--- src/page_bitmap_allocator_defines.svh ---
// assertion macros shared by the allocator rtl
`ifndef PAGE_BITMAP_ALLOCATOR_DEFINES_SVH
`define PAGE_BITMAP_ALLOCATOR_DEFINES_SVH

// consequence must hold in the same cycle as the antecedent
`define PBA_ASSERT_SAME(label, ante, cons, msg) \
    label: assert property (@(posedge clk) disable iff (!rst_n) (ante) |-> (cons)) \
        else $error(msg);

// consequence must hold in the cycle after the antecedent
`define PBA_ASSERT_NEXT(label, ante, cons, msg) \
    label: assert property (@(posedge clk) disable iff (!rst_n) (ante) |=> (cons)) \
        else $error(msg);

`endif

--- src/pba_pkg.sv ---
`timescale 1ns / 1ps

package pba_pkg;

    // defaults for the top level parameters
    localparam int NUM_PAGES_DEF  = 32768;
    localparam int PAGE_SHIFT_DEF = 12;

    // fixed field widths
    localparam int ADDR_W   = 32;
    localparam int TYPE_W   = 2;
    localparam int STATUS_W = 2;
    localparam int COUNT_W  = 16;
    localparam int WORD_W   = 32;
    localparam int BIT_W    = 5;
    localparam int CNT_W    = 6;

    localparam logic [COUNT_W-1:0] PAGE_LIMIT_RESET = 16'd32768;
    localparam logic [COUNT_W-1:0] COUNT_MAX        = 16'hFFFF;

    // request codes
    localparam logic [TYPE_W-1:0] REQ_ALLOC   = 2'd0;
    localparam logic [TYPE_W-1:0] REQ_FREE    = 2'd1;
    localparam logic [TYPE_W-1:0] REQ_RESERVE = 2'd2;

    // status codes
    localparam logic [STATUS_W-1:0] ST_DONE    = 2'd0;
    localparam logic [STATUS_W-1:0] ST_NO_PAGE = 2'd1;
    localparam logic [STATUS_W-1:0] ST_IGNORED = 2'd2;

    // sequencer states
    typedef enum logic [3:0] {
        S_CLEAR,
        S_IDLE,
        S_ALLOC_RD,
        S_ALLOC_CHK,
        S_FREE_RD,
        S_FREE_CHK,
        S_RES_SETUP,
        S_RES_RD,
        S_RES_CHK,
        S_RESP
    } state_t;

    // word scan results
    typedef struct packed {
        logic             found;
        logic [BIT_W-1:0] low_clear;
        logic [CNT_W-1:0] new_count;
    } word_info_t;

endpackage

--- src/pba_word_unit.sv ---
`timescale 1ns / 1ps

module pba_word_unit
    import pba_pkg::*;
(
    input  logic [WORD_W-1:0] word,
    input  logic [WORD_W-1:0] mask,
    output word_info_t        info
);

    logic [WORD_W-1:0] fresh;
    logic [1:0]        sum1 [16];
    logic [2:0]        sum2 [8];
    logic [3:0]        sum3 [4];
    logic [4:0]        sum4 [2];
    logic [BIT_W-1:0]  low_idx;

    // lowest clear bit of the word
    always_comb
    begin
        low_idx = '0;
        for (int i = WORD_W - 1; i >= 0; i--)
        begin
            if (!word[i])
            begin
                low_idx = BIT_W'(i);
            end
        end
    end

    // count of masked bits that are still clear, adder tree
    assign fresh = mask & ~word;

    always_comb
    begin
        for (int i = 0; i < 16; i++)
        begin
            sum1[i] = {1'b0, fresh[2*i]} + {1'b0, fresh[2*i+1]};
        end
        for (int i = 0; i < 8; i++)
        begin
            sum2[i] = {1'b0, sum1[2*i]} + {1'b0, sum1[2*i+1]};
        end
        for (int i = 0; i < 4; i++)
        begin
            sum3[i] = {1'b0, sum2[2*i]} + {1'b0, sum2[2*i+1]};
        end
        for (int i = 0; i < 2; i++)
        begin
            sum4[i] = {1'b0, sum3[2*i]} + {1'b0, sum3[2*i+1]};
        end
    end

    assign info.found     = ~&word;
    assign info.low_clear = low_idx;
    assign info.new_count = {1'b0, sum4[0]} + {1'b0, sum4[1]};

endmodule

--- config.mk ---
export PLATFORM = sky130hd
export DESIGN_NAME = pba_word_unit
export DESIGN_NICKNAME = d
export VERILOG_FILES = /design/src/page_bitmap_allocator_defines.svh /design/src/pba_pkg.sv /design/src/pba_word_unit.sv
export SDC_FILE = /design/constraint.sdc
export NUM_CORES = 1
export LEC_CHECK = 0
export BUFFER_PORTS_ARGS = -buffer_cell sky130_fd_sc_hd__buf_2
export CAP_MARGIN = 20
export CELL_PAD_IN_SITES_DETAIL_PLACEMENT = 0
export CELL_PAD_IN_SITES_GLOBAL_PLACEMENT = 1
export CORE_ASPECT_RATIO = 0.75
export CORE_MARGIN = 2
export CORE_UTILIZATION = 34
export DETAILED_ROUTE_END_ITERATION = 8
export GPL_TIMING_DRIVEN = 0
export PLACE_DENSITY = 0.94
export SLEW_MARGIN = 20
export SYNTH_ARGS = -nofsm -noshare
export SYNTH_HDL_FRONTEND = slang
export SYNTH_SLANG_ARGS = --single-unit
--- constraint.sdc ---
create_clock -name vclk -period 10.14
set_input_delay 1.014 -clock vclk [all_inputs]
set_output_delay 1.014 -clock vclk [all_outputs]
set_load 0.01 [all_outputs]
=== Word level (Yosys, flattened, before mapping) ===
Index checks and enable logic that the tools add are counted.

* Bits in registers: 0

* Reductions and logical operators: 2
* $add $sub $neg: 31
* Multiplexer cells: 32
* Bitwise operators: 2

{| class="wikitable"
|+ Operators with widths
! cell !! number
|-
| $mux W5 || 32
|-
| $add A1 B1 Y2 || 16
|-
| $and A32 B32 Y32 || 1
|-
| $not A32 Y32 || 1
|-
| $reduce_and A32 Y1 || 1
|-
| $add A2 B2 Y3 || 8
|-
| $add A3 B3 Y4 || 4
|-
| $add A4 B4 Y5 || 2
|-
| $add A5 B5 Y6 || 1
|-
| $logic_not A1 Y1 || 1
|}

=== Depth between registers and ports, before layout ===
Gate-level depths: netlist (run 1).

* Depth after elaboration: 32
* Depth in mapped cells: 18

=== Worst setup path after synthesis (run 1) ===
Ideal clock, no wire load.

* Path type: input to output
* Start point: in mask[27]
* End point: out info[4] (netlist bit)
* Cell stages on the path: 18
* Required time: 9126 ps
* Data arrival time: 5282 ps
* Path slack: 3844 ps
* Cells stage by stage: nor2b_1 -> fa_1 -> fa_1 -> inv_1 -> fa_1 -> inv_1 -> fa_1 -> fa_1 -> inv_1 -> fa_1 -> inv_1 -> ha_1 -> inv_1 -> fa_1 -> inv_1 -> a21o_1 -> a21oi_1 -> xnor2_1

{| class="wikitable"
|+ RTL lines
! element !! RTL line !! text
|-
| from (decl) || pba_word_unit.sv:7 || <nowiki>input logic [WORD_W-1:0] mask,</nowiki>
|-
| to (decl) || pba_word_unit.sv:8 || <nowiki>output word_info_t info</nowiki>
|}

==> results of run 1 <==
-- synthesized netlist by cell type (all sizes together) (4+ instances only) --
cell	n
a21oi	6
fa	24
ha	7
nand2b	6
nand2	13
nand4	9
o21ai	6
nor2	4
a31oi	5
nand3	4
nor2b	25
inv	24
-- metal layers --
metal / share of wire / wire [µm]
met5: 0 / 0
met4: 0 / 0
met3: 0.092 / 318
met2: 0.43 / 1490
met1: 0.48 / 1660
-- worst max-delay path, delay by kind of cell --
kind	cells	cell delay, ps
AOI/OAI and AO/OA	2	330
xor gates and xnor gates	1	120
adders and majority gates	8	3340
and+or+nand+nor	1	160
buffers and inverters	8	590
-- through the flow --
stage | power [W] | setup slack (ps) | util | cells
2_1_floorplan | 0.000244 | 3840 | - | 155
3_3_place_gp | 0.000337 | 3570 | 0.475 | 283
3_5_place_dp | 0.000349 | 3540 | 0.475 | 283
4_1_cts | 0.000352 | 3540 | 0.475 | 283
5_1_grt | 0.000398 | 3290 | 0.475 | 283
6_report | 0.000343 | 3580 | 0.475 | 283
-- worst paths after layout --
path | cells after the start | slack (ps) | endpoint
setup / recovery | 20 | 3580 | info[4]
hold / removal | 3 | 2400 | info[6]
-- power by group --
part / total, W / switching, W / internal, W / leakage, nW
clock network: 0 / 0 / 0 / 0
logic: 0.000343 / 0.000179 / 0.000164 / 0.901
registers: 0 / 0 / 0 / 0
total: 0.000343 / 0.000179 / 0.000164 / 0.901
-- area by class of cell --
| class | count | area (µm²) |
|---|---|---|
| Multi-Input combinational cell | 131 | 1180 |
| Fill cell | 396 | 1900 |
| Timing Repair Buffer | 76 | 380 |
| Inverter | 24 | 90.1 |
| Tap cell | 52 | 65.1 |
-- kinds of logic after synthesis --
group,Yosys count,share of synthesized area
adders and majority gates,31,0.446
AOI/OAI and AO/OA,28,0.147
and+or+nand+nor,69,0.315
buffers and inverters,24,0.0708
xor gates and xnor gates,3,0.0207
==> metrics.csv, run 1 <==
stage,metric,value,unit
routing,DRC errors left,0,
worst_setup_path,"slowest stage delay, CP",540,ps
worst_setup_path,crit end category,output port,
worst_setup_path,"most used cell, CP",fa_1,
power,Leak Pwr,0.901,nW
clocking,setup bufs post-CTS,0,
routing,drt via density,4.71,
sta,Worst-Margin Slew,332,ps
sta,max-slew violation count,0,
floorplanning,Core ar.,3610,µm²
sta,RSZ-0062 raised after global routing,false,
synthesis,top post-synthesis cells by area,"fa_1 (38%), nor2b_1 (12%), ha_1 (6.9%)",
routing,1st-iter DRT viols,60,
final_layout,FFs & Latches,0,
hold_path,Hold WC Path Type,input pin to output port,
routing,Vias,1332,
synthesis,yosys warns,0,
floorplanning,FP Rows,19,
routing,Final ANT Viol Nets,0,
sta,max frequency,152,MHz
routing,Wirelength per Cell,12.3,µm
sta,WHS,2400,ps
final_layout,layout cell share with drive strength beyond 1,0.351,
worst_setup_path,Crit Path Category,input pin to output port,
worst_setup_path,crit path DAT,5550,ps
synthesis,Mapped Area,1270,µm²
grt,first-pass GRT wire length,5500,µm
grt,initial antenna violation count,0,
synthesis,Yosys top cell by area,fa_1,
sta,Fin Setup TNS,0,ps
grt,GR Util met1,0.260,
placement,gpl congestion,0.829,
grt,Congestion Overflow GR,0,
final_layout,Layout area overhead,35.0,%
sta,Slew headroom,0.778,
grt,GRT met2 Usage,0.259,
clocking,CTS Hold Buffers Added,0,
final_layout,ANT cells,0,
worst_setup_path,Worst path slowest cell,fa_1,
power,pwr dens,200,nW/µm²
worst_setup_path,Setup crit start kind,input pin,
synthesis,Post-Synthesis Cells,155,
sta,Final min period,6560,ps
grt,vias in the first global route,1264,
synthesis,post-synthesis sequential area ratio,0,
floorplanning,die area,4250,µm²
floorplanning,I/O pin cnt,76,
synthesis,Synth top area share,0.378,
sta,final count of hold timing violations,0,
placement,Post-DP Area,1720,µm²
final_layout,most frequent cells in the layout,"buf_2 (76), nor2b_1 (25), fa_1 (24)",
synthesis,"Distinct cells, synth",30,
grt,GR Util met3,0.0141,
final_layout,Register Area,0,µm²
floorplanning,Die Ht,57.0,µm
final_layout,"commonest non-fill, non-tap cell in the layout",buf_2,
placement,number of port buffers,76,
run,number of max-cap violations,0,
floorplanning,Initial Utilization,0.352,
sta,# setup viols final,0,
grt,largest net degree at the start of global routing,7,
placement,DP Wirelength,3230,µm
grt,Total GRT Usage,0.163,
routing,Pre-antenna DRT Iters,4,
power,maximum resistive drop on vdd,0.168,mV
final_layout,post-route cell area,1720,µm²
hold_path,Worst Hold Launch,word[0],
synthesis,post-synth net total,250,
run_status,status,"complete, no violations",
routing,DRT Wirelength,3470,µm
grt,Most Crowded Layer GR,met1,
clocking,Post-CTS Resized,0,
worst_setup_path,critical-path cell list,"buf_2, nor2b_1, fa_1, fa_1, inv_1, fa_1, inv_1, fa_1, fa_1, inv_1, fa_1, inv_1, ha_1, inv_1, fa_1, inv_1, a21o_1, a21oi_1, xnor2_1, buf_2",
worst_setup_path,Critical Path RT,9130,ps
floorplanning,Die Span X,74.6,µm
sta,post-route clock period utilization,0.647,
worst_setup_path,CP Launch Point,word[25],
final_layout,Final nets,328,
synthesis,mean area per synthesized cell,8.21,µm²
final_layout,clock buffers,0,
worst_setup_path,maximum fanout along the worst path,4,
Power figures use the tool's default switching activity.
==> run 2: changes to the inputs <==
ABC_AREA = 1   (was not set)
CORE_UTILIZATION = 30   (was 34)
PLACE_DENSITY = 0.89   (was 0.94)
clock period = 6.1 ns   (was 10.14 ns; I/O delays follow)
==> metrics.csv, run 2 <==
stage,metric,value,unit,change
run_status,status,"complete, no violations",,unchanged
routing,1st-iter DRT viols,46,,was 60
routing,DRC errors left,0,,unchanged
sta,post-route clock period utilization,0.947,,
sta,RSZ-0062 raised after global routing,false,,unchanged
floorplanning,die area,4810,µm²,was 4250 µm²
sta,WHS,1520,ps,was 2400 ps
floorplanning,Die Span X,79.4,µm,was 74.6 µm
placement,gpl congestion,0.868,,was 0.829
power,maximum resistive drop on vdd,0.446,mV,was 0.168 mV
synthesis,top-count cell post-synth,inv_1,,was nor2b_1
clocking,CTS Hold Buffers Added,0,,unchanged
routing,DRT Wirelength,3270,µm,was 3470 µm
final_layout,clock buffers,0,,unchanged
worst_setup_path,Setup crit start kind,input pin,,unchanged
synthesis,Post-synth top cells,"inv_1 (55), nand2_1 (54), nor2_1 (43)",,"was nor2b_1 (25), fa_1 (24), inv_1 (23)"
routing,Final ANT Viol Nets,0,,unchanged
sta,Worst-Margin Slew,393,ps,was 332 ps
sta,final count of hold timing violations,0,,unchanged
power,pwr dens,335,nW/µm²,was 200 nW/µm²
final_layout,filler cell count,465,,was 396
sta,Slew headroom,0.736,,was 0.778
synthesis,Yosys top cell by area,fa_1,,unchanged
routing,drt via density,4.13,,was 4.71
grt,largest net degree at the start of global routing,5,,was 7
synthesis,Synth top area share,0.375,,was 0.378
synthesis,Post-Synthesis Cells,205,,was 155
synthesis,top post-synthesis cells by area,"fa_1 (38%), inv_1 (16%), nand2_1 (16%)",,"was fa_1 (38%), nor2b_1 (12%), ha_1 (6.9%)"
power,Combinational Power Share,1.000,,about the same
synthesis,post-synthesis sequential area ratio,0,,unchanged
placement,Post-Place Worst Slack,329,ps,was 3540 ps
sta,max frequency,173,MHz,
final_layout,layout cell share with drive strength beyond 1,0.274,,was 0.351
synthesis,yosys warns,0,,unchanged
synthesis,mean area per synthesized cell,6.24,µm²,was 8.21 µm²
clocking,Post-CTS Resized,0,,unchanged
floorplanning,I/O pin cnt,76,,unchanged
worst_setup_path,maximum fanout along the worst path,4,,unchanged
final_layout,ANT cells,0,,unchanged
grt,Congestion Overflow GR,0,,unchanged
sta,post-layout worst setup margin,321,ps,was 3580 ps
placement,Post-DP Area,1730,µm²,was 1720 µm²
final_layout,Register Area,0,µm²,unchanged
floorplanning,Initial Utilization,0.314,,was 0.352
run,number of max-cap violations,0,,unchanged
power,internal power,0.000261,W,was 0.000164 W
final_layout,Layout area overhead,35.1,%,was 35.0%
sta,Fin Setup TNS,0,ps,unchanged
sta,Final min period,5780,ps,
synthesis,"Distinct cells, synth",17,,was 30
grt,Total GRT Usage,0.148,,was 0.163
grt,initial antenna violation count,0,,unchanged
placement,number of port buffers,76,,unchanged
final_layout,Final nets,378,,was 328
worst_setup_path,Crit Path Category,input pin to output port,,unchanged
hold_path,Hold WC Path Type,input pin to output port,,unchanged
clocking,setup bufs post-CTS,0,,unchanged
final_layout,most frequent cells in the layout,"buf_2 (76), inv_1 (55), nand2_1 (54)",,"was buf_2 (76), nor2b_1 (25), fa_1 (24)"
placement,DP Wirelength,3180,µm,was 3230 µm
sta,# setup viols final,0,,unchanged
worst_setup_path,crit path DAT,5170,ps,was 5550 ps
routing,Pre-antenna DRT Iters,4,,unchanged
floorplanning,Core ar.,4080,µm²,was 3610 µm²
power,Clock power frac,0,,about the same
grt,vias in the first global route,1373,,was 1264
worst_setup_path,crit end category,output port,,unchanged
power,Switching Share,0.550,,was 0.522
floorplanning,Die Ht,60.6,µm,was 57.0 µm
power,sequential power share,0,,about the same
worst_setup_path,Critical Path RT,5490,ps,was 9130 ps
synthesis,post-synth net total,300,,was 250
grt,first-pass GRT wire length,5690,µm,was 5500 µm
floorplanning,FP Rows,20,,was 19
power,sw power,0.000319,W,was 0.000179 W
synthesis,Mapped Area,1280,µm²,was 1270 µm²
final_layout,FFs & Latches,0,,unchanged
final_layout,"commonest non-fill, non-tap cell in the layout",buf_2,,unchanged
final_layout,Multi-input gate area,1070,µm²,was 1180 µm²
final_layout,post-route cell area,1730,µm²,was 1720 µm²
sta,max-slew violation count,0,,unchanged
routing,Wirelength per Cell,9.74,µm,was 12.3 µm
power,Leak Pwr,1.10,nW,was 0.901 nW
routing,Vias,1389,,was 1332
## run 2: cell types whose count changed after synthesis, sizes merged, moves of 4 or more
cell	delta
nand4	-5
inv	+31
nor2	+39
o21ai	-4
nor2b	-25
nand2	+41
nand2b	-6
## run 2: worst paths after layout
check / startpoint / to / slack, ps / cells after the start
worst min-delay path: word[1] / info[6] / 1520 / 3
worst max-delay path: word[25] / info[4] / 320 / 18
## run 2: per-layer routing
metal  track usage  share of wire
met5             0              0
met2         0.256           0.47
met3        0.0104          0.045
met4             0              0
met1         0.221           0.48
## run 2: layout make-up
| type | count | share of cell area |
|---|---|---|
| inverter | 55 | 0.119 |
| multi-input combinational | 150 | 0.621 |
| timing repair buffer | 76 | 0.220 |
| tap | 55 | 0.0398 |
## run 2: through the flow
step | util | total power [W] | std cells
final | 0.424 | 0.000580 | 336
after global routing | 0.424 | 0.000693 | 336
after CTS | 0.424 | 0.000593 | 336
after detailed placement | 0.424 | 0.000582 | 336
after global placement | 0.424 | 0.000586 | 336
after floorplan | - | 0.000401 | 205
## run 2: cells by family (layout without fill, tap and decap cells)
| family | count (synthesis) | after routing | synth area share |
|---|---|---|---|
| and+or+nand+nor | 105 | 105 | 0.320 |
| buffers and inverters | 55 | 131 | 0.161 |
| adders and majority gates | 31 | 31 | 0.444 |
| AOI/OAI and AO/OA | 11 | 11 | 0.0548 |
| xor gates and xnor gates | 3 | 3 | 0.0205 |
## run 2: power by group through the flow
stage	registers [W]	logic, W	clock network (W)
after floorplan	0	0.000401	0
after global placement	0	0.000586	0
after detailed placement	0	0.000582	0
after CTS	0	0.000593	0
after global routing	0	0.000693	0
final	0	0.000580	0
## run 2: worst max-delay path, cell delays in order
cell and delay [ps]:
buf_2 120, nor2_1 140, fa_1 460, fa_1 540, inv_1 50, fa_1 500, inv_1 50, fa_1 480
fa_1 490, inv_1 50, fa_1 440, inv_1 80, ha_1 140, inv_1 50, fa_1 390, o21ai_0 220
xor2_1 180, buf_2 160
==> run 3: changes to the inputs <==
CORE_ASPECT_RATIO = 2   (was 0.75)
CORE_MARGIN = not set   (was 2)
==> metrics.csv, run 3 (same netlist as run 2, synthesis figures left out) <==
stage,metric,value,unit,change
clocking,CTS Hold Buffers Added,0,,unchanged
routing,1st-iter DRT viols,23,,was 46
placement,DP Wirelength,3320,µm,was 3180 µm
final_layout,"commonest non-fill, non-tap cell in the layout",buf_2,,unchanged
floorplanning,Initial Utilization,0.313,,was 0.314
grt,vias in the first global route,1451,,was 1373
power,Leak Pwr,1.10,nW,about the same
routing,Wirelength per Cell,10.3,µm,was 9.74 µm
routing,DRT Wirelength,3420,µm,was 3270 µm
floorplanning,Die Ht,94.4,µm,was 60.6 µm
power,maximum resistive drop on vdd,0.652,mV,was 0.446 mV
final_layout,clock buffers,0,,unchanged
sta,Slew headroom,0.758,,was 0.736
final_layout,post-route cell area,1730,µm²,about the same
placement,gpl congestion,0.790,,was 0.868
routing,Pre-antenna DRT Iters,4,,unchanged
worst_setup_path,maximum fanout along the worst path,4,,unchanged
hold_path,Worst Hold Launch,word[1],,unchanged
hold_path,Hold WC Path Type,input pin to output port,,unchanged
sta,post-route clock period utilization,0.946,,was 0.947
floorplanning,Die Span X,48.2,µm,was 79.4 µm
routing,DRC errors left,0,,unchanged
routing,drt via density,4.30,,was 4.13
clocking,Post-CTS Resized,0,,unchanged
floorplanning,die area,4550,µm²,was 4810 µm²
grt,Congestion Overflow GR,0,,unchanged
routing,Final ANT Viol Nets,0,,unchanged
sta,final count of hold timing violations,0,,unchanged
grt,first-pass GRT wire length,5580,µm,was 5690 µm
worst_setup_path,Crit Path Category,input pin to output port,,unchanged
power,total power,0.000591,W,was 0.000580 W
final_layout,Final nets,378,,unchanged
final_layout,FFs & Latches,0,,unchanged
worst_setup_path,crit end category,output port,,unchanged
grt,largest net degree at the start of global routing,5,,unchanged
floorplanning,Core ar.,4090,µm²,was 4080 µm²
placement,number of port buffers,76,,unchanged
sta,Worst-Margin Slew,361,ps,was 393 ps
final_layout,Finished Core Util,0.422,,was 0.424
worst_setup_path,crit path DAT,5160,ps,was 5170 ps
routing,Vias,1431,,was 1389
worst_setup_path,Setup crit start kind,input pin,,unchanged
worst_setup_path,Critical Path RT,5490,ps,about the same
final_layout,Layout area overhead,34.8,%,was 35.1%
run,number of max-cap violations,0,,unchanged
placement,Post-DP Area,1730,µm²,about the same
final_layout,layout cell share with drive strength beyond 1,0.274,,unchanged
floorplanning,FP Rows,33,,was 20
final_layout,ANT cells,0,,unchanged
power,pwr dens,343,nW/µm²,was 335 nW/µm²
worst_setup_path,CP Launch Point,word[25],,unchanged
sta,Final min period,5770,ps,was 5780 ps
sta,# setup viols final,0,,unchanged
sta,RSZ-0062 raised after global routing,false,,unchanged
grt,initial antenna violation count,0,,unchanged
sta,max frequency,173,MHz,about the same
sta,max-slew violation count,0,,unchanged
clocking,setup bufs post-CTS,0,,unchanged
grt,Total GRT Usage,0.165,,was 0.148
run_status,status,"complete, no violations",,unchanged
final_layout,Register Area,0,µm²,unchanged
sta,Fin Setup TNS,0,ps,unchanged
final_layout,most frequent cells in the layout,"buf_2 (76), inv_1 (55), nand2_1 (54)",,unchanged
floorplanning,I/O pin cnt,76,,unchanged
-- run 3: cell counts in the layout (fill, tap and decap cells not counted) --
No cell type changed its count.
-- run 3: path summary, 6_finish.rpt --
path / to / slack (ps) / cells after the start
worst max-delay path: info[4] / 330 / 18
worst min-delay path: info[6] / 1520 / 3
-- run 3: worst max-delay path, cell delays in order --
cell     delay, ps
buf_2          120
nor2_1         140
fa_1           470
fa_1           550
inv_1           50
fa_1           500
inv_1           60
fa_1           510
fa_1           500
inv_1           60
fa_1           440
inv_1           70
ha_1           140
inv_1           60
fa_1           410
o21ai_1        170
xor2_1         150
buf_2          140
-- run 3: where the power goes --
part	internal (W)	switching (W)
Clock	0	0
Sequential	0	0
Combinational	0.000267	0.000324
-- run 3: stage by stage --
stage,hold WS [ps],cells,setup WS [ps]
3_3_place_gp,1520,333,241
3_5_place_dp,1520,333,247
5_1_grt,1540,333,37.1
2_1_floorplan,1270,205,674
4_1_cts,1520,333,226
6_report,1520,333,328
-- run 3: cell type report --
cell class | count | area (µm²)
multi-input cells | 150 | 1070
repair buffers | 76 | 380
well taps | 52 | 65.1
fillers | 472 | 2360
inverters | 55 | 206
-- run 3: layer usage --
metal,GRT usage,vias up,share of wire
met1,0.159,636,0.32
met3,0.00574,7,0.038
met4,0.0347,0,0.029
met2,0.338,40,0.62
met5,0,-,0
li1,-,748,-
